## src/rtl/core/mxn_pkg.sv

```systemverilog
// Shared types, constants and helpers for the mutual exclusion node.
package mxn_pkg;

  localparam int MAX_NODES = 16;
  localparam int SEQ_BITS  = 16;
  localparam int NODE_W    = $clog2(MAX_NODES);
  localparam int CNT_W     = $clog2(MAX_NODES + 1);
  localparam int KIND_W    = 3;
  localparam int MSG_W     = 3;
  localparam int CFG_IDX_W = 2;
  localparam int CFG_DATA_W = 5;

  localparam logic [SEQ_BITS-1:0] SEQ_MAX = {SEQ_BITS{1'b1}};

  localparam logic [KIND_W-1:0] KIND_REQUEST  = 3'd0;
  localparam logic [KIND_W-1:0] KIND_GRANT    = 3'd1;
  localparam logic [KIND_W-1:0] KIND_ACQUIRE  = 3'd2;
  localparam logic [KIND_W-1:0] KIND_RELEASE  = 3'd3;
  localparam logic [KIND_W-1:0] KIND_FINISH   = 3'd4;
  localparam logic [KIND_W-1:0] KIND_PEER_FIN = 3'd5;

  localparam logic [MSG_W-1:0] MSG_REQUEST  = 3'd0;
  localparam logic [MSG_W-1:0] MSG_GRANT    = 3'd1;
  localparam logic [MSG_W-1:0] MSG_LOCKED   = 3'd2;
  localparam logic [MSG_W-1:0] MSG_FINISHED = 3'd3;
  localparam logic [MSG_W-1:0] MSG_SHUTDOWN = 3'd4;

  localparam logic [CFG_IDX_W-1:0] CFG_MY_NODE    = 2'd0;
  localparam logic [CFG_IDX_W-1:0] CFG_NODE_TOTAL = 2'd1;

  typedef struct packed {
    logic load;  // an input item transfers this cycle
    logic emit;  // move the next pending message into the output register
  } mxn_cmd_t;

  typedef struct packed {
    logic pend_any;   // messages remain for the current item
    logic pend_last;  // the next message to go out is the final one
    logic out_free;   // output register can take a message this cycle
  } mxn_status_t;

  // Effective node count: zero counts as one, large values clip to MAX_NODES.
  function automatic logic [CNT_W-1:0] node_count(input logic [CNT_W-1:0] total);
    logic [CNT_W-1:0] n;
    if (total == '0) begin
      n = CNT_W'(1);
    end else if (total > CNT_W'(MAX_NODES)) begin
      n = CNT_W'(MAX_NODES);
    end else begin
      n = total;
    end
    return n;
  endfunction

endpackage

```

## src/rtl/core/mutual_exclusion_node_unit.sv

```systemverilog
// Top level of one Ricart-Agrawala mutual exclusion node.
// Each input transfer is one event (remote request, remote grant, local acquire,
// release or finish, peer finished); the node answers with zero or more message
// transfers, the final one of an event marked by out_last. The block takes one
// event at a time: the event is decoded, and its messages then leave through the output
// register at one per cycle while the output is not stalled, lowest destination first
// and a locked or shutdown message to the node itself last. An event causes at most
// the node count of messages (16), and it may cause none. The next event is taken while
// the final message still waits in the output register. Configuration writes are always
// ready and must only be issued while no event is in progress.
module mutual_exclusion_node_unit import mxn_pkg::*; (
  input  logic                  clk,
  input  logic                  rst_n,
  input  logic                  in_valid,
  output logic                  in_stall,
  input  logic [KIND_W-1:0]     in_kind,
  input  logic [NODE_W-1:0]     in_source_node,
  input  logic [15:0]           in_request_seq,
  output logic                  out_valid,
  input  logic                  out_stall,
  output logic [MSG_W-1:0]      out_message,
  output logic [NODE_W-1:0]     out_dest_node,
  output logic [15:0]           out_seq,
  output logic                  out_last,
  input  logic                  cfg_valid,
  output logic                  cfg_ready,
  input  logic [CFG_IDX_W-1:0]  cfg_index,
  input  logic [CFG_DATA_W-1:0] cfg_data
);

  mxn_cmd_t    cmd;
  mxn_status_t status;

  assign cfg_ready = 1'b1;

  mxn_ctrl u_ctrl (
    .clk      (clk),
    .rst_n    (rst_n),
    .in_valid (in_valid),
    .in_stall (in_stall),
    .status   (status),
    .cmd      (cmd)
  );

  mxn_dp u_dp (
    .clk            (clk),
    .rst_n          (rst_n),
    .cmd            (cmd),
    .status         (status),
    .in_kind        (in_kind),
    .in_source_node (in_source_node),
    .in_request_seq (in_request_seq),
    .cfg_valid      (cfg_valid),
    .cfg_index      (cfg_index),
    .cfg_data       (cfg_data),
    .out_valid      (out_valid),
    .out_stall      (out_stall),
    .out_message    (out_message),
    .out_dest_node  (out_dest_node),
    .out_seq        (out_seq),
    .out_last       (out_last)
  );

endmodule

```

## src/rtl/core/mxn_ctrl.sv

```systemverilog
// Controller state machine: takes one item, then steps the message emitter.
module mxn_ctrl import mxn_pkg::*; (
  input  logic        clk,
  input  logic        rst_n,
  input  logic        in_valid,
  output logic        in_stall,
  input  mxn_status_t status,
  output mxn_cmd_t    cmd
);

  typedef enum logic {
    ST_IDLE,
    ST_EMIT
  } state_t;

  state_t state_r, state_nxt;

  always_comb begin
    cmd       = '0;
    state_nxt = state_r;
    in_stall  = (state_r != ST_IDLE);
    case (state_r)
      ST_IDLE: begin
        cmd.load = in_valid;
        if (in_valid) begin
          state_nxt = ST_EMIT;
        end
      end
      ST_EMIT: begin
        if (!status.pend_any) begin
          state_nxt = ST_IDLE;
        end else if (status.out_free) begin
          cmd.emit = 1'b1;
          if (status.pend_last) begin
            state_nxt = ST_IDLE;
          end
        end
      end
      default: begin
        state_nxt = ST_IDLE;
      end
    endcase
  end

  always_ff @(posedge clk) begin
    if (!rst_n) begin
      state_r <= ST_IDLE;
    end else begin
      state_r <= state_nxt;
    end
  end

endmodule

```

## src/rtl/core/mxn_dp.sv

```systemverilog
// Datapath: node state, event decode, pending message set and output register.
module mxn_dp import mxn_pkg::*; (
  input  logic                  clk,
  input  logic                  rst_n,
  input  mxn_cmd_t              cmd,
  output mxn_status_t           status,
  input  logic [KIND_W-1:0]     in_kind,
  input  logic [NODE_W-1:0]     in_source_node,
  input  logic [15:0]           in_request_seq,
  input  logic                  cfg_valid,
  input  logic [CFG_IDX_W-1:0]  cfg_index,
  input  logic [CFG_DATA_W-1:0] cfg_data,
  output logic                  out_valid,
  input  logic                  out_stall,
  output logic [MSG_W-1:0]      out_message,
  output logic [NODE_W-1:0]     out_dest_node,
  output logic [15:0]           out_seq,
  output logic                  out_last
);

  logic [NODE_W-1:0]    my_node_r, my_node_nxt;
  logic [CNT_W-1:0]     node_total_r, node_total_nxt;
  logic                 requesting_r, requesting_nxt;
  logic                 holding_r, holding_nxt;
  logic                 finished_r, finished_nxt;
  logic [SEQ_BITS-1:0]  own_seq_r, own_seq_nxt;
  logic [SEQ_BITS-1:0]  highest_seq_r, highest_seq_nxt;
  logic [CNT_W-1:0]     grants_r, grants_nxt;
  logic [MAX_NODES-1:0] deferred_r, deferred_nxt;
  logic [CNT_W-1:0]     active_r, active_nxt;
  logic [MAX_NODES-1:0] pend_mask_r, pend_mask_nxt;
  logic [MSG_W-1:0]     pend_code_r, pend_code_nxt;
  logic                 tail_r, tail_nxt;
  logic [MSG_W-1:0]     tail_code_r, tail_code_nxt;
  logic                 out_valid_r, out_valid_nxt;
  logic [MSG_W-1:0]     out_message_r, out_message_nxt;
  logic [NODE_W-1:0]    out_dest_r, out_dest_nxt;
  logic [15:0]          out_seq_r, out_seq_nxt;
  logic                 out_last_r, out_last_nxt;

  logic [CNT_W-1:0]     n;
  logic [NODE_W-1:0]    self_idx;
  logic [MAX_NODES-1:0] in_range;
  logic [MAX_NODES-1:0] self_oh;
  logic [MAX_NODES-1:0] src_oh;
  logic [MAX_NODES-1:0] bcast_mask;
  logic [SEQ_BITS-1:0]  seq_in;
  logic [CNT_W-1:0]     active_dec;
  logic [CNT_W-1:0]     grants_inc;
  logic                 dead;
  logic [MAX_NODES-1:0] pick_oh;
  logic [MAX_NODES-1:0] pick_rest;
  logic [NODE_W-1:0]    pick_idx;
  logic                 taken;

  always_comb begin
    n        = node_count(node_total_r);
    self_idx = ({1'b0, my_node_r} >= n) ? NODE_W'(n - CNT_W'(1)) : my_node_r;
    for (int i = 0; i < MAX_NODES; i++) begin
      in_range[i] = (CNT_W'(i) < n);
    end
    self_oh    = MAX_NODES'(1) << self_idx;
    src_oh     = MAX_NODES'(1) << in_source_node;
    bcast_mask = in_range & ~self_oh;
    seq_in     = SEQ_BITS'(in_request_seq);
    active_dec = (active_r != '0) ? active_r - CNT_W'(1) : active_r;
    grants_inc = (grants_r != '1) ? grants_r + CNT_W'(1) : grants_r;
    dead       = finished_r && (active_r == '0);

    // Lowest pending destination goes out first.
    pick_oh   = pend_mask_r & (~pend_mask_r + MAX_NODES'(1));
    pick_rest = pend_mask_r & ~pick_oh;
    pick_idx  = '0;
    for (int i = 0; i < MAX_NODES; i++) begin
      if (pick_oh[i]) begin
        pick_idx = pick_idx | NODE_W'(i);
      end
    end
  end

  assign taken = out_valid_r && !out_stall;

  assign status.pend_any  = (pend_mask_r != '0) || tail_r;
  assign status.pend_last = (pend_mask_r == '0) || ((pick_rest == '0) && !tail_r);
  assign status.out_free  = !out_valid_r || !out_stall;

  always_comb begin
    my_node_nxt     = my_node_r;
    node_total_nxt  = node_total_r;
    requesting_nxt  = requesting_r;
    holding_nxt     = holding_r;
    finished_nxt    = finished_r;
    own_seq_nxt     = own_seq_r;
    highest_seq_nxt = highest_seq_r;
    grants_nxt      = grants_r;
    deferred_nxt    = deferred_r;
    active_nxt      = active_r;
    pend_mask_nxt   = pend_mask_r;
    pend_code_nxt   = pend_code_r;
    tail_nxt        = tail_r;
    tail_code_nxt   = tail_code_r;
    out_valid_nxt   = out_valid_r && !taken;
    out_message_nxt = out_message_r;
    out_dest_nxt    = out_dest_r;
    out_seq_nxt     = out_seq_r;
    out_last_nxt    = out_last_r;

    if (cfg_valid) begin
      case (cfg_index)
        CFG_MY_NODE: begin
          my_node_nxt = NODE_W'(cfg_data);
        end
        CFG_NODE_TOTAL: begin
          node_total_nxt = CNT_W'(cfg_data);
          active_nxt     = node_count(CNT_W'(cfg_data));
        end
        default: begin
        end
      endcase
    end

    if (cmd.load) begin
      pend_mask_nxt = '0;
      pend_code_nxt = MSG_GRANT;
      tail_nxt      = 1'b0;
      tail_code_nxt = MSG_LOCKED;
      if (!dead) begin
        case (in_kind)
          KIND_REQUEST: begin
            if ({1'b0, in_source_node} < n) begin
              if (finished_r) begin
                pend_mask_nxt = src_oh;
              end else begin
                if (seq_in > highest_seq_r) begin
                  highest_seq_nxt = seq_in;
                end
                if (holding_r) begin
                  deferred_nxt = deferred_r | src_oh;
                end else if (!requesting_r) begin
                  pend_mask_nxt = src_oh;
                end else if ((seq_in < own_seq_r) ||
                             ((seq_in == own_seq_r) && (in_source_node < self_idx))) begin
                  pend_mask_nxt = src_oh;
                end else begin
                  deferred_nxt = deferred_r | src_oh;
                end
              end
            end
          end
          KIND_GRANT: begin
            if (requesting_r && !holding_r && !finished_r) begin
              grants_nxt = grants_inc;
              if (grants_inc == n - CNT_W'(1)) begin
                holding_nxt = 1'b1;
                tail_nxt    = 1'b1;
              end
            end
          end
          KIND_ACQUIRE: begin
            if (!requesting_r && !holding_r && !finished_r) begin
              requesting_nxt = 1'b1;
              own_seq_nxt    = (highest_seq_r == SEQ_MAX) ? SEQ_MAX
                                                          : highest_seq_r + SEQ_BITS'(1);
              grants_nxt     = '0;
              if (n == CNT_W'(1)) begin
                holding_nxt = 1'b1;
                tail_nxt    = 1'b1;
              end else begin
                pend_mask_nxt = bcast_mask;
                pend_code_nxt = MSG_REQUEST;
              end
            end
          end
          KIND_RELEASE: begin
            if (holding_r) begin
              requesting_nxt = 1'b0;
              holding_nxt    = 1'b0;
              pend_mask_nxt  = deferred_r & in_range;
              deferred_nxt   = '0;
            end
          end
          KIND_FINISH: begin
            if (!requesting_r && !holding_r && !finished_r) begin
              finished_nxt  = 1'b1;
              active_nxt    = active_dec;
              pend_mask_nxt = bcast_mask;
              pend_code_nxt = MSG_FINISHED;
              tail_nxt      = (active_dec == '0);
              tail_code_nxt = MSG_SHUTDOWN;
            end
          end
          KIND_PEER_FIN: begin
            active_nxt    = active_dec;
            tail_nxt      = finished_r && (active_dec == '0);
            tail_code_nxt = MSG_SHUTDOWN;
          end
          default: begin
          end
        endcase
      end
    end

    if (cmd.emit) begin
      out_valid_nxt = 1'b1;
      if (pend_mask_r != '0) begin
        pend_mask_nxt   = pick_rest;
        out_message_nxt = pend_code_r;
        out_dest_nxt    = pick_idx;
        out_seq_nxt     = (pend_code_r == MSG_REQUEST) ? 16'(own_seq_r) : '0;
        out_last_nxt    = (pick_rest == '0) && !tail_r;
      end else begin
        tail_nxt        = 1'b0;
        out_message_nxt = tail_code_r;
        out_dest_nxt    = self_idx;
        out_seq_nxt     = '0;
        out_last_nxt    = 1'b1;
      end
    end
  end

  always_ff @(posedge clk) begin
    if (!rst_n) begin
      my_node_r     <= '0;
      node_total_r  <= CNT_W'(1);
      requesting_r  <= 1'b0;
      holding_r     <= 1'b0;
      finished_r    <= 1'b0;
      own_seq_r     <= '0;
      highest_seq_r <= '0;
      grants_r      <= '0;
      deferred_r    <= '0;
      active_r      <= CNT_W'(1);
      pend_mask_r   <= '0;
      tail_r        <= 1'b0;
      out_valid_r   <= 1'b0;
    end else begin
      my_node_r     <= my_node_nxt;
      node_total_r  <= node_total_nxt;
      requesting_r  <= requesting_nxt;
      holding_r     <= holding_nxt;
      finished_r    <= finished_nxt;
      own_seq_r     <= own_seq_nxt;
      highest_seq_r <= highest_seq_nxt;
      grants_r      <= grants_nxt;
      deferred_r    <= deferred_nxt;
      active_r      <= active_nxt;
      pend_mask_r   <= pend_mask_nxt;
      tail_r        <= tail_nxt;
      out_valid_r   <= out_valid_nxt;
    end
  end

  always_ff @(posedge clk) begin
    pend_code_r   <= pend_code_nxt;
    tail_code_r   <= tail_code_nxt;
    out_message_r <= out_message_nxt;
    out_dest_r    <= out_dest_nxt;
    out_seq_r     <= out_seq_nxt;
    out_last_r    <= out_last_nxt;
  end

  assign out_valid     = out_valid_r;
  assign out_message   = out_message_r;
  assign out_dest_node = out_dest_r;
  assign out_seq       = out_seq_r;
  assign out_last      = out_last_r;

endmodule

```

## config.mk

```make
export PLATFORM = sky130hd
export DESIGN_NAME = mutual_exclusion_node_unit
export DESIGN_NICKNAME = d
export VERILOG_FILES = /design/src/rtl/core/mxn_pkg.sv /design/src/rtl/core/mutual_exclusion_node_unit.sv /design/src/rtl/core/mxn_ctrl.sv /design/src/rtl/core/mxn_dp.sv
export SDC_FILE = /design/constraint.sdc
export NUM_CORES = 1
export LEC_CHECK = 0
export ABC_AREA = 1
export BUFFER_PORTS_ARGS = -buffer_cell sky130_fd_sc_hd__buf_2
export CAP_MARGIN = 5
export CELL_PAD_IN_SITES_DETAIL_PLACEMENT = 1
export CELL_PAD_IN_SITES_GLOBAL_PLACEMENT = 1
export CORE_MARGIN = 8
export CORE_UTILIZATION = 48
export CTS_CLUSTER_SIZE = 25
export DETAILED_ROUTE_END_ITERATION = 10
export MAX_ROUTING_LAYER = met4
export PLACE_DENSITY_LB_ADDON = 0.05
export SLEW_MARGIN = 20
export SYNTH_ARGS = -nofsm -noshare
export SYNTH_HDL_FRONTEND = slang
export SYNTH_SLANG_ARGS = --single-unit
```

## constraint.sdc

```tcl
create_clock -name clk -period 7.1 [get_ports clk]
set_input_delay 0.71 -clock clk [delete_from_list [all_inputs] [get_ports clk]]
set_output_delay 0.71 -clock clk [all_outputs]
set_load 0.05 [all_outputs]
```

=== Yosys cells after proc, flatten, opt, wreduce, memory -nomap -nowiden ===
Index checks and enable logic that the tools add are counted.

* Bitwise operators: 11
* Reductions and logical operators: 46
* Magnitude comparators: 23
* Add/subtract/negate cells: 5
* Muxes and demuxes: 89
* Shift operators: 2
* Equal/unequal tests: 20

{| class="wikitable"
|+ Operator list
! operator !! number
|-
| $mux W16 || 20
|-
| $mux W5 || 13
|-
| $and A16 B16 Y16 || 4
|-
| $pmux W16 S4 || 1
|-
| $not A16 Y16 || 3
|-
| $lt A4 B5 Y1 const A || 8
|-
| $mux W4 || 10
|-
| $add A16 B1 Y16 const B || 2
|-
| $logic_not A16 Y1 || 2
|-
| $pmux W16 S2 || 1
|-
| $shl A1 B4 Y16 const A || 2
|-
| $mux W1 || 26
|-
| $mux W3 || 7
|-
| $logic_not A5 Y1 || 4
|-
| $lt A3 B5 Y1 const A || 4
|-
| $pmux W5 S2 || 2
|-
| $eq A16 B16 Y1 || 1
|-
| $eq A16 B16 Y1 const B || 1
|-
| $gt A16 B16 Y1 || 1
|-
| $lt A16 B16 Y1 || 1
|-
| $or A16 B16 Y16 || 1
|-
| $reduce_bool A16 Y1 || 1
|-
| $ne A2 B1 Y1 const B || 6
|-
| $pmux W3 S2 || 2
|-
| 37 further kinds || 73
|}

* Output and inout port bits: 27
* Register bits: 119

=== Depth between registers and ports, before layout ===
Gate-level depths: netlist (run 1).

* Word-level depth: 19
* Depth in mapped cells: 27
* Mapped depth without buffers: 27

=== Hierarchy ===
A second synthesis (run 1) with hierarchy kept.

* Cells, all modules: 1,046
* Area, all modules: 7,403.4 um2

{| class="wikitable"
|+ Modules (own cells, without submodules)
! module !! cells an instance !! sequential area each (um2) !! area each (um2) !! instances
|-
| mxn_dp || 1,032 || 2,602.5 || 7,318.3 || 1
|-
| mxn_ctrl || 12 || 20.0 || 73.8 || 1
|-
| mutual_exclusion_node_unit || 2 || 0.0 || 11.3 || 1
|}

=== Least setup slack after synthesis (run 1) ===
OpenSTA, ideal clock, no wires.

* Kind: reg2reg
* From: reg u_dp.node_total_r[2]
* To: reg u_dp.deferred_r[10]
* Stages on the path, launching flop included: 26
* Data arrival time: 3.363 ns
* Clock period less this slack: 3.478 ns
* Required time: 6.985 ns
* Library setup time: 0.115 ns
* Setup slack: 3.622 ns
* Cell sequence: dfxtp_1 inv_1 nand3_1 nor2_1 o21ai_0 ha_1 inv_1 nor2_1 nand2_1 nand3_2 inv_1 nand2_1 o21ai_4 inv_2 ha_1 nor4_1 nand3_1 a31oi_1 nand2_2 nand2_4 nand2_2 nand2_2 inv_2 buf_6 nand2_1 a21oi_2

* Word-level cells in the longest chain between the ends: 10

{| class="wikitable"
|+ RTL lines
! what !! RTL line !! RTL
|-
| from (decl) || mxn_dp.sv:22 || <nowiki>logic [CNT_W-1:0] node_total_r, node_total_nxt;</nowiki>
|-
| from (signal assigned) || mxn_dp.sv:238 || <nowiki>node_total_r <= node_total_nxt;</nowiki>
|-
| $gt A5 B5 Y1 || mxn_pkg.sv:47 || <nowiki>end else if (total > CNT_W'(MAX_NODES)) begin</nowiki>
|-
| $mux W5 || mxn_pkg.sv:47 ||
|-
| $mux W5 * || mxn_pkg.sv:45 || <nowiki>if (total == '0) begin</nowiki>
|-
| $sub A5 B1 Y5 / $ge A4 B5 Y1 (equally long branches) || mxn_dp.sv:58 || <nowiki>self_idx = ({1'b0, my_node_r} >= n) ? NODE_W'(n - CNT_W'(1)) : my_node_r;</nowiki>
|-
| $mux W4 || mxn_dp.sv:58 ||
|-
| $lt A4 B4 Y1 || mxn_dp.sv:142 || <nowiki>((seq_in == own_seq_r) && (in_source_node < self_idx))) begin</nowiki>
|-
| $logic_and A1 B1 Y1 || mxn_dp.sv:142 ||
|-
| $logic_or A1 B1 Y1 || mxn_dp.sv:141 || <nowiki>end else if ((seq_in < own_seq_r) ||</nowiki>
|-
| $ne A3 B2 Y1 (no line) || n/a ||
|-
| $reduce_and A8 Y1 (no line) * || n/a ||
|-
| to (signal assigned) || mxn_dp.sv:245 || <nowiki>deferred_r <= deferred_nxt;</nowiki>
|-
| to (decl) || mxn_dp.sv:29 || <nowiki>logic [MAX_NODES-1:0] deferred_r, deferred_nxt;</nowiki>
|}

Every way passes the cells marked *; elsewhere a longest branch is shown, timed or not.
A chain may end at the register's enable or synchronous reset.

=== Worst setup path after layout (run 1) ===
* From: reg u_dp.node_total_r[2]
* To: reg u_dp.deferred_r[0]

Same word-level chain as after synthesis.

==> results summary, run 1 <==
The run finished with clean final reports. The max-capacitance violation count came out at 0. The post-detailed-route via-to-cell ratio came out at 5.53.

The total area of sequential cells is between 2000 and 3000 sq um. The die covers around 20000 sq um. The number of nets in the layout is approximately 1200.

The clock skew after layout came out at about 0.0048 ns. between 60 and 70 I/O pins were placed. Setup violations remaining at the end of the flow were counted as 0. The number of buffers inserted during clock tree synthesis is 17. The type of element launching the critical path is a flip-flop.

The detailed router finished its first iteration with just under 600 violations. For flop-to-flop paths, the worst setup slack is 2.79 ns. The worst setup path is of the reg -> reg kind. The part of the cycle the worst path needs is about three fifths.

The first detailed-routing pass took 6 iterations. The number of global-route vias before repair came out at between 7000 and 8000. The total number of clock tree sinks is 117. Synthesis instantiated 50 different standard cells from the library. The die boundary width came out at around 140 um. The element type at the critical path end is a flip-flop.

The half-perimeter wire length of the detailed placement result came out at about 18 mm. The total power per unit cell area is 220 nW/um^2. Synthesis inferred about 120 register bits.

The critical path goes through inv_1 -> nand3_1 -> nor2_1 -> o21ai_0 -> ha_1 -> inv_1 -> nor2_1 -> nand2_1 -> nand3_2 -> inv_1 -> nand2_1 -> o21ai_4 -> inv_2 -> ha_1 -> nor4_1 -> nand3_1 -> a31oi_1 -> nand2_2 -> nand2_4 -> nand2_2 -> nand2_2 -> o21ai_4 -> a21oi_1. The area of the mapped netlist is approximately 7600 sq um. In the synthesized netlist, the number of instances is 1085. The number of gates resized after CTS was 0.

The cell area after layout is 8650 sq um. Counting flops with a built-in enable in the synthesized netlist gives 28. The top cell type's share of synthesized area is between 20% and 30%. The maximum resistive drop on vdd came out at between 0.15 and 0.2 mV. Entering global routing, the biggest net connects about 50 pins. The total routed wirelength is 24.8 mm. The data arrival time at the worst-slack endpoint came out at about 4.7 ns. The total of hold buffers inserted after clock tree synthesis came out at 0. The required time at the endpoint of the critical path came out at roughly 7.4 ns.

The largest delay contributor family on the critical path is simple AND/OR/NAND/NOR gates. The number of buffer and inverter stages on the critical path is 4. After synthesis, flip-flops and latches occupy 34.3% of the total area. The count of input and output buffers is 60. The total setup buffers inserted after CTS came out at 0. For this run, the leading register cell type out of synthesis is sky130_fd_sc_hd__dfxtp_1.

After routing, the total negative slack on setup checks comes to 0 ns. The remaining antenna violation count is 0. The latest clock arrival within the worst-skew pair is 0.42 ns. The area of the core is 15700 sq um.

The via count is 7549. After layout, the minimum clock period comes to between 4 and 5 ns. The clock-pin transition on the worst setup and hold timing paths is 0.06 ns. Dividing the detail-routed wire length by the instance count gives approximately 18 um. The routability congestion estimate from global placement came out at 0.907. For this run, asynchronously set or reset flops after synthesis account for 0%. The number of antenna violations at the first check in global routing was 0. Final hold analysis gives a worst-case slack of between 0.4 and 0.5 ns. By area the synthesized netlist is led by sky130_fd_sc_hd__dfxtp_1 (23%), sky130_fd_sc_hd__edfxtp_1 (11%), sky130_fd_sc_hd__nand2_1 (9.3%).

The total DRC errors in the routed layout came out at 0. The maximum level of the CTS H-tree is 4. Of the cells placed in the final design, the portion with a size suffix greater than 1 is a little over an eighth. The layout overhead on the synthesized area came out at 13.1%.

The static leakage power came out at approximately 0.0037 uW. The post-synthesis average cell area came out at just over 7 sq um. The placed instance area is 8080 sq um.

In this run the core area contains 46 standard-cell rows. The total count of max-transition violations in the final report was 0. The global-route wire length before repair came out at slightly above 40 mm. For this run, the top clock speed supported by timing is 232 MHz.

At the pin with the least slew margin, the transition time is 1.06 ns. The total congestion overflow is 0. The vertical extent of the die is ~140 um. The number of antenna cells inserted came out at 0.

For this run, the slowest stage of the critical path takes around 0.63 ns. The area of the multi-input gates is 4200 sq um. The largest individual stage delay along the critical path comes from the cell sky130_fd_sc_hd__o21ai_0. In this run the clock root is driven by a sky130_fd_sc_hd__clkbuf_16. The path class of the lowest-slack min-delay path is reg -> reg.

TritonCTS built the clock tree. The worst slew slack as a fraction of its limit is between 20% and 30%. The number of filler cells placed in the layout is roughly 2100.

Setup repair after global routing left no endpoint under its margin. The largest area contributor in the synthesized netlist is sky130_fd_sc_hd__dfxtp_1. The maximum fanout along the worst path came out at 17. The count of synthesis-stage warnings from yosys came out at 0. The starting density of the core came out at 48.7%. Counting every net in the synthesized netlist gives 1166. The final hold violation count came out at 0. Global routing used a little over a quarter of the available tracks across all layers. The buffer levels on the longest clock path came out at 2.
[through the flow]
stage	power [uW]	utilization (%)	instances	worst slack [ns]
finish	1900	55.0	1366	2.79
global route	1960	55.0	1366	2.41
CTS	1900	55.0	1366	2.77
detailed placement	1040	51.4	1334	2.83
global placement	1030	51.4	1334	3.15
floorplan	943	-	1085	3.62
[final timing paths]
kind | from | endpoint | depth (start not counted)
max | u_dp.node_total_r[2] | u_dp.deferred_r[0] | 23
min | u_dp.deferred_r[1] | u_dp.deferred_r[1] | 2
max reg2reg | u_dp.node_total_r[2] | u_dp.deferred_r[0] | 23
min reg2reg | u_dp.deferred_r[1] | u_dp.deferred_r[1] | 2
[report_power, final]
part,switching (uW),leakage (uW),internal (uW)
sequential,10.8,0.000970,701
clock,321,0.000284,545
combinational,231,0.00246,89.9
[metal layers]
layer | up-vias | part of all wire (%) | GRT usage, %
met5 | - | 0 | -
met4 | 0 | 1.6 | 8.03
met1 | 3631 | 46 | 32.4
met2 | 187 | 48 | 42.9
met3 | 37 | 5.0 | 4.53
li1 | 3694 | - | -
[tightest hold or removal path: stages, from the launching register on]
cell and delay [ns]:
sky130_fd_sc_hd__dfxtp_1 0.31, sky130_fd_sc_hd__inv_1 0.05, sky130_fd_sc_hd__a21oi_1 0.06
[synthesized netlist by cell type (all sizes together) (13+ instances only)]
cell type and n:
nand2 208, xor2 14, dfxtp 89, inv 172
ha 46, nand3 78, nor3 24, edfxtp 28
o21ai 89, nor2 139, clkbuf 17, nand4 14
a21oi 91, buf 13
[cell usage in the layout, fill, tap and decap left out, types with 14 or more instances in the layout]
cell / instances
sky130_fd_sc_hd__ha_1: 46
sky130_fd_sc_hd__inv_2: 14
sky130_fd_sc_hd__nand3_1: 77
sky130_fd_sc_hd__o21ai_0: 82
sky130_fd_sc_hd__inv_1: 157
sky130_fd_sc_hd__clkbuf_16: 17
sky130_fd_sc_hd__nor3_1: 24
sky130_fd_sc_hd__nand2_1: 190
sky130_fd_sc_hd__buf_2: 60
sky130_fd_sc_hd__a21oi_1: 78
sky130_fd_sc_hd__xor2_1: 14
sky130_fd_sc_hd__nor2_1: 128
sky130_fd_sc_hd__dfxtp_1: 89
sky130_fd_sc_hd__edfxtp_1: 28
[logic make-up (layout without fill, tap and decap cells)]
group / after synthesis / in the layout / synth area share [%]
other cells: 1 / 1 / 0.0490
flops: 117 / 117 / 34.3
simple gates: 468 / 468 / 27.3
buf+inv: 206 / 271 / 10.9
fa+ha+maj: 46 / 46 / 7.52
compound gates: 230 / 230 / 18.0
xor+xnor: 17 / 17 / 1.95
[final cells by class]
class | count | share of cell area [%]
tap | 216 | 3.12
multi-input combinational | 762 | 48.5
inverter | 176 | 7.68
sequential | 117 | 30.3
clock inverter | 12 | 1.56
timing repair buffer | 63 | 3.73
clock buffer | 20 | 5.05
[registers in the layout, indices dropped and copies added, names as in the netlist]
name / flops
u_dp.deferred_r: 16
u_dp.highest_seq_r: 16
u_dp.out_seq: 16
u_dp.own_seq_r: 16
u_dp.pend_mask_r: 16
u_dp.active_r: 5
u_dp.grants_r: 5
u_dp.node_total_r: 5
u_dp.my_node_r: 4
u_dp.out_dest_node: 4
u_dp.out_message: 3
u_dp.pend_code_r: 2
u_dp.tail_code_r: 2
u_ctrl.in_stall: 1
u_dp.finished_r: 1
u_dp.holding_r: 1
u_dp.out_last: 1
u_dp.out_valid: 1
u_dp.requesting_r: 1
u_dp.tail_r: 1
No activity file was read; power rests on OpenSTA's default activity.
==> inputs of run 2 (changes only) <==
--- a/config.mk
+++ b/config.mk
@@ -5,13 +5,13 @@
 export SDC_FILE = /design/constraint.sdc
 export NUM_CORES = 1
 export LEC_CHECK = 0
-export ABC_AREA = 1
+export ABC_AREA = 0
 export BUFFER_PORTS_ARGS = -buffer_cell sky130_fd_sc_hd__buf_2
 export CAP_MARGIN = 5
 export CELL_PAD_IN_SITES_DETAIL_PLACEMENT = 1
 export CELL_PAD_IN_SITES_GLOBAL_PLACEMENT = 1
 export CORE_MARGIN = 8
-export CORE_UTILIZATION = 48
+export CORE_UTILIZATION = 46
 export CTS_CLUSTER_SIZE = 25
 export DETAILED_ROUTE_END_ITERATION = 10
 export MAX_ROUTING_LAYER = met4
==> constraint.sdc (replaced) <==
create_clock -name clk -period 4.2 [get_ports clk]
set_input_delay 0.42 -clock clk [delete_from_list [all_inputs] [get_ports clk]]
set_output_delay 0.42 -clock clk [all_outputs]
set_load 0.05 [all_outputs]
==> run 2 against run 1 <==
Sequential power up 69%. Routed wire length grew 4.8%. Clock skew grew 0.0052 ns. Largest power group unchanged. Power rose by 66%.
==> results summary, run 2 <==
The run finished with clean final reports. The top cell type's share of synthesized area is between 20% and 30%. Of the cells placed in the final design, the portion with a size suffix greater than 1 is between 15 and 20%. The total DRC errors in the routed layout came out at 0.

Setup repair after global routing left no endpoint under its margin. The minimum period implied by the final worst setup slack came out at 3.99 ns. Yosys printed 0 warnings. The final cell utilization of the core is a little over half. The clock root buffer master is sky130_fd_sc_hd__clkbuf_16.

The number of global-route vias before repair came out at around 7300. The highest achievable clock rate is between 200 and 300 MHz. The net switching power of the design came out at 891 uW. The type of element launching the critical path is a flip-flop. The vertical extent of the die is approximately 140 um. The total of hold buffers inserted after clock tree synthesis is 0.

Adding up every negative setup slack in the final design gives 0 ns. The tightest min-delay check is of the in -> reg type. The total count of max-transition violations in the final report is 0. The biggest cell delay along the critical path came out at slightly below 0.5 ns. The latest clock arrival within the worst-skew pair came out at 0.43 ns.

The signal on the critical path passes through inv_1 -> buf_4 -> nand2_1 -> ha_1 -> a2111oi_4 -> nor3_4 -> mux2_2 -> inv_2 -> ha_1 -> o21ai_0 -> nand4bb_1 -> a41oi_1 -> or2_2 -> o41ai_2. The instance count of the mapped netlist is about 870. The transition time at the pin with the least slew margin is between 0.8 and 0.9 ns.

TritonCTS built the clock tree. The maximum resistive drop on vdd came out at between 0.2 and 0.3 mV. sky130_fd_sc_hd__dfxtp_1 is the most common cell in the netlist. The number of top-level pins came out at slightly above 60. The static leakage power came out at 0.00305 uW.

The total routed wirelength is around 26 mm. The max-capacitance violation count is 0. The area enclosed by the die boundary is between 20000 and 25000 sq um. The half-perimeter wire length of the detailed placement result is ~19 mm.

The post-synthesis async set-or-reset flop share came out at 0%. The maximum level of the CTS H-tree came out at 4. The met1 routed wirelength after detailed routing is 11.0 mm. The reg2reg setup slack is 0.21 ns. The largest net degree at the start of global routing is 56. Across the routed clock network, the largest skew measured is between 0.01 and 0.015 ns.

The routed length on met2 is around 13 mm. In the synthesized netlist the dominant register cell turns out to be sky130_fd_sc_hd__dfxtp_1. The critical path is of the reg -> reg type.

Summed over all nets, wire length on met3 after detailed routing comes to between 1 and 1.5 mm. The flip-flop and latch count after synthesis came out at between 100 and 150. The sequential share of the synthesized area came out at roughly 36%.

Summing every instance area after synthesis gives 7350 sq um. The total congestion overflow is 0. The relative contribution of sequential cells to total power came out at between 30% and 40%. The count of input and output buffers came out at 60. In this run, the number of DRC markers left after iteration 0 of detailed routing was 421. The die is between 100 and 150 um wide. The number of antenna violations at the first check in global routing is 0. The number of filler cells placed in the layout is 1943.

Along the worst path, the maximum fanout reaches 10. The number of buffer and inverter stages on the critical path came out at 3. The first global-routing pass estimated just over 40 mm of wire.

The clock-pin transition on the worst setup and hold timing paths came out at about 0.05 ns. The commonest cells after synthesis are sky130_fd_sc_hd__dfxtp_1 (89), sky130_fd_sc_hd__nand2_1 (87), sky130_fd_sc_hd__nor2_1 (69). The proportion of power drawn by combinational gates is roughly 14%. Once the floorplan was initialized, standard cells occupied between 40% and 50% of the core.

The worst slew slack as a fraction of its limit came out at about two fifths. The number of failing setup endpoints in the final timing report is 0. The data arrival time at the worst-slack endpoint is about 4.3 ns.

The number of buffers inserted during clock tree synthesis is 17. The largest area contributor in the synthesized netlist is sky130_fd_sc_hd__dfxtp_1. The library cells used most frequently in the layout, excluding fill and tap cells, are sky130_fd_sc_hd__nand2_1 (87), sky130_fd_sc_hd__dfxtp_1 (87), sky130_fd_sc_hd__nor2_1 (68).

The post-synthesis average cell area came out at about 8.5 sq um. The share of total power in the clock network came out at ~48%. The remaining antenna violation count came out at 0. The global router's overall resource usage came out at roughly a quarter. The routed length per instance is ~23 um.

The cell family contributing the most delay on the critical path is simple AND/OR/NAND/NOR gates. The unique cell type count in the Yosys netlist is 80. The number of nets in the synthesized netlist is 948. The area of the core came out at 15800 sq um.

Sorting the synthesized cells by area gives the leading types as sky130_fd_sc_hd__dfxtp_1 (24%), sky130_fd_sc_hd__edfxtp_1 (11%), sky130_fd_sc_hd__ha_1 (7.8%). The number of nets in the layout came out at slightly below 1000. The standard-cell row count is 46. The count of TritonRoute iterations in the first routing pass is 6.

The element type at the critical path end is a flip-flop. The final hold violation count came out at 0. The number of antenna cells inserted is 0. The required time at the endpoint of the critical path is between 4 and 5 ns. In this run the top signal layer used is met4. The part of the cycle the worst path needs is between 90% and 100%. The layout overhead on the synthesized area came out at 15.2%.

Dividing total power by cell area gives a power density of 371 nW/um^2. The sum of internal, switching and leakage power came out at 3140 uW. The buffer levels on the longest clock path came out at 2. The post-detailed-route via-to-cell ratio came out at 6.28. The routability congestion estimate from global placement is between 0.9 and 1. The total internal power came out at approximately 2300 uW. The switching power share of the total is about 28%. The largest individual stage delay along the critical path comes from the cell sky130_fd_sc_hd__or2_2. The via count is 7143.

The total number of clock tree sinks came out at between 100 and 150. The cell type with the highest occurrence count on the critical path is sky130_fd_sc_hd__ha_1. The number of flops mapped to enable cells by yosys is 28.
run 2: cell types whose count changed in the layout (fill, tap and decap cells not counted), sizes merged, moves of 17 or more:
cell / change
nor2: -70
a221oi: +17
inv: -115
nor4: +17
o31ai: +39
o21ai: -65
nand2: -120
nand3: -43
a21oi: -42
run 2: final cells by class:
| class | instances | area (sq um) | share of cell area (%) |
|---|---|---|---|
| inverter | 56 | 210 | 2.48 |
| sequential | 117 | 2630 | 31.0 |
| tap | 216 | 270 | 3.19 |
| clock buffer | 17 | 425 | 5.02 |
| timing repair buffer | 78 | 435 | 5.14 |
| clock inverter | 15 | 176 | 2.08 |
| multi-input combinational | 639 | 4330 | 51.1 |
run 2: path summary, 6_finish.rpt:
| kind | from | endpoint | cells past startpoint |
|---|---|---|---|
| min reg2reg | u_dp.deferred_r[4] | u_dp.deferred_r[4] | 2 |
| max reg2reg | u_dp.node_total_r[4] | u_dp.pend_mask_r[10] | 14 |
| max | u_dp.node_total_r[4] | u_dp.pend_mask_r[10] | 14 |
| min | in_request_seq[0] | u_dp.highest_seq_r[0] | 3 |
run 2: repair_timing:
item,CTS,global route
cloned,0,1
pin swaps,0,2
resized for setup,1,4
setup endpoints to repair,1,13
setup buffers,0,1
run 2: power groups by stage:
stage / logic, uW / registers, uW / clock network (uW)
finish: 442 / 1200 / 1510
global route: 480 / 1200 / 1560
CTS: 435 / 1200 / 1520
detailed placement: 431 / 1220 / 0
global placement: 418 / 1220 / 0
floorplan: 275 / 1230 / 0
run 2: kinds of logic after synthesis:
group	count (synthesis)	synth area share [%]
buffers and inverters	112	5.97
AOI/OAI and AO/OA	238	23.9
and+or+nand+nor	313	21.4
xor gates and xnor gates	21	2.60
other	1	0.0510
DFF	117	35.7
muxes	14	1.94
adders and majority gates	51	8.51
run 2: per-layer routing:
metal | vias to the layer above | track usage, %
li1 | 3330 | -
met1 | 3547 | 30.2
met2 | 202 | 44.2
met3 | 64 | 4.56
met4 | 0 | 13.0
met5 | - | -
run 2: metrics by stage:
step | area (sq um) | std cells | hold slack, ns | setup WS, ns
floorplan | 7350 | 867 | 0.418 | 0.480
global placement | 7840 | 1104 | 0.437 | 0.278
detailed placement | 7840 | 1104 | 0.449 | 0.0164
CTS | 8440 | 1136 | 0.248 | 0.0441
global route | 8470 | 1138 | 0.280 | 0.0226
finish | 8470 | 1138 | 0.254 | 0.214
run 2: worst min-delay path, stage by stage:
cell and delay [ns]:
sky130_fd_sc_hd__buf_2 0.09, sky130_fd_sc_hd__mux2i_1 0.06, sky130_fd_sc_hd__nor2_1 0.07
==> inputs of run 3 (changes only) <==
--- a/config.mk
+++ b/config.mk
@@ -10,6 +10,7 @@
 export CAP_MARGIN = 5
 export CELL_PAD_IN_SITES_DETAIL_PLACEMENT = 1
 export CELL_PAD_IN_SITES_GLOBAL_PLACEMENT = 1
+export CORE_ASPECT_RATIO = 0.9
 export CORE_MARGIN = 8
 export CORE_UTILIZATION = 46
 export CTS_CLUSTER_SIZE = 25
==> run 3 against run 2 <==
Clock skew down 0.0017 ns. Non-clock buffer count grew 1. Register-to-register slack better by 0.07 ns. Combinational power about the same. Sequential power about the same. Highest routed layer unchanged. Hold slack improved by 0.019 ns. Final area decreased by 0.30%. Power decreased by 0.40%. Critical path type unchanged. Fmax rose by 1.9%. Global-route usage decreased by 0.13 points.
==> results summary, run 3 (synthesis gave the netlist of run 2 again) <==
The run finished with clean final reports. In this run the vertical extent of the chip is approximately 140 um. The tool flagged a number of max-cap violations equal to 0. The total of hold buffers inserted after clock tree synthesis is 0. The number of buffers inserted during clock tree synthesis is 17.

For this design the top-level I/O count stands at between 60 and 70. For the worst setup path, the data arrival time is between 4 and 5 ns. Setup repair after global routing left no endpoint under its margin.

The die boundary width is 149 um. The cell type with the highest occurrence count on the critical path is sky130_fd_sc_hd__ha_1. The layout overhead on the synthesized area came out at 14.9%. The first global-routing pass estimated between 40 and 50 mm of wire. The clock net in this run drives a total of 117 sinks.

The placed instance area is roughly 7800 sq um. The path type of the worst setup path is reg -> reg. The area enclosed by the die boundary is roughly 20000 sq um. STA classifies the critical path startpoint as a flip-flop. The number of filler cells placed in the layout came out at 1915.

The leading cell type in the layout, fill and taps excluded is sky130_fd_sc_hd__dfxtp_1. The total count of max-transition violations in the final report came out at 0. Routability-driven placement finished with a final weighted congestion of 0.955. For this design, the slowest cell found on the critical path is sky130_fd_sc_hd__a2111oi_4. The area of the core came out at between 15000 and 20000 sq um. The critical path goes through nor3_1 -> o21ai_2 -> inv_1 -> ha_1 -> nand2b_4 -> a2111oi_4 -> nor3_4 -> mux2_2 -> inv_2 -> ha_1 -> o21ai_0 -> nand4bb_1 -> a41oi_1 -> or2_4 -> o41ai_1. The total setup buffers inserted after CTS is 0.

The post-detailed-route via-to-cell ratio is approximately 6.3. The total routed wirelength is 25.7 mm. The floorplan has 44 rows. The post-place setup slack is 0.0211 ns.

The transition time at the pin with the least slew margin came out at ~0.94 ns. The number of nets in the layout is between 900 and 1000. The required time at the endpoint of the critical path came out at around 4.5 ns. The top cell types in the final layout, fill and taps aside, are sky130_fd_sc_hd__dfxtp_1 (88), sky130_fd_sc_hd__nand2_1 (87), sky130_fd_sc_hd__nor2_1 (68).

The cell area after layout came out at around 8400 sq um. Setup violations remaining at the end of the flow were counted as 0. The worst hold path belongs to the class in -> reg. The total DRC errors in the routed layout is 0. The clock passes through at most 2 buffers. On the final layout, the worst clock skew is approximately 0.0084 ns. The total power per unit cell area is ~370 nW/um^2.

The slack of the critical path is between 0.2 and 0.3 ns. Summed over all cells, the static leakage comes to 0.00304 uW. The DRC violation total after the first TritonRoute iteration came out at between 500 and 600. The worst path needs 3.91 ns of the cycle, external delays included. The half-perimeter wire length of the detailed placement result came out at approximately 19 mm. The highest achievable clock rate came out at approximately 260 MHz. Summed over all failing endpoints, the final setup total negative slack is 0 ns. The final hold violation count came to 0.

The global router's overall resource usage is 26.3%. The remaining antenna violation count came out at 0. The number of antenna violations at the first check in global routing came to 1. The clock tree synthesis step divided the H-tree into 4 levels. The count of TritonRoute iterations in the first routing pass is 5. The fraction of final layout cells with drive strength greater than 1 came out at between 10% and 20%. The starting density of the core came out at a little under half. After clock tree synthesis, the clock-pin slew on the worst setup and hold paths is about 0.060 ns. The clock root buffer master is sky130_fd_sc_hd__clkbuf_16.

The largest single stage delay on the critical path is ~0.47 ns. The number of global-route vias before repair was about 7200. The later pin in the worst-skew pair is clocked with a latency of roughly 0.43 ns.

The maximum fanout along the worst path came out at 15. TritonCTS built the clock tree. The largest net degree at the start of global routing came out at 56. The routed length per instance is about 23 um. Measured against its own limit, the worst slew margin works out to between 30% and 40%. STA classifies the critical path endpoint as a flip-flop. The via count is ~7000. The worst path uses ~93% of the clock period. Port buffering added 60 buffers. The maximum resistive drop on vdd is approximately 0.27 mV. The total congestion overflow came out at 0.
-- run 3: worst paths after layout --
path | start | end | slack [ns] | cells after the start
hold reg to reg | u_dp.deferred_r[10] | u_dp.deferred_r[10] | 0.46 | 2
setup reg to reg | u_dp.node_total_r[1] | u_dp.pend_mask_r[5] | 0.29 | 15
hold / removal | cfg_data[0] | u_dp.node_total_r[0] | 0.27 | 3
setup / recovery | u_dp.node_total_r[1] | u_dp.pend_mask_r[5] | 0.29 | 15
-- run 3: cell type report --
class / instances / area (sq um) / share of cell area, %
clock inverters: 15 / 174 / 2.06
flip-flops and latches: 117 / 2620 / 31.1
clock buffers: 17 / 425 / 5.04
diodes: 1 / 2.50 / 0.0296
inverters: 56 / 210 / 2.49
multi-input cells: 638 / 4310 / 51.0
well taps: 207 / 259 / 3.07
repair buffers: 79 / 443 / 5.24
-- run 3: worst max-delay path: cells and delay by family (launching register included) --
family                   cells  cell delay (ns)
flip-flops                   1             0.38
buffers and inverters        2             0.28
AND/OR/NAND/NOR              5             1.11
AO/OA/AOI/OAI                5             1.18
multiplexers                 1             0.31
adder cells (fa/ha/maj)      2             0.52
-- run 3: repair_timing --
action,4_1_cts,5_1_grt
endpoints found under the hold margin,0,0
setup endpoints to repair,1,13
resized for setup,1,2
-- run 3: per-layer routing --
metal	up-vias	GRT usage [%]	part of all wire, %
li1	3327	-	-
met1	3474	35.3	48
met2	247	38.3	43
met3	43	6.39	7.1
met4	0	8.07	2.0
met5	-	-	0
-- run 3: per-stage QoR --
step | cells | util (%) | power [uW] | hold WS (ns)
final | 1130 | 53.1 | 3130 | 0.273
after detailed placement | 1097 | 49.3 | 1650 | 0.451
after global routing | 1130 | 53.1 | 3230 | 0.282
after global placement | 1097 | 49.3 | 1640 | 0.437
after floorplan | 867 | - | 1500 | 0.418
after CTS | 1129 | 53.0 | 3130 | 0.262
-- run 3: power breakdown --
group          total [uW]  leakage, uW  switching [uW]  internal (uW)
logic                 442      0.00182             298            144
registers            1200     0.000950            21.4           1170
clock network        1490     0.000274             605            889
total                3130      0.00304             924           2210
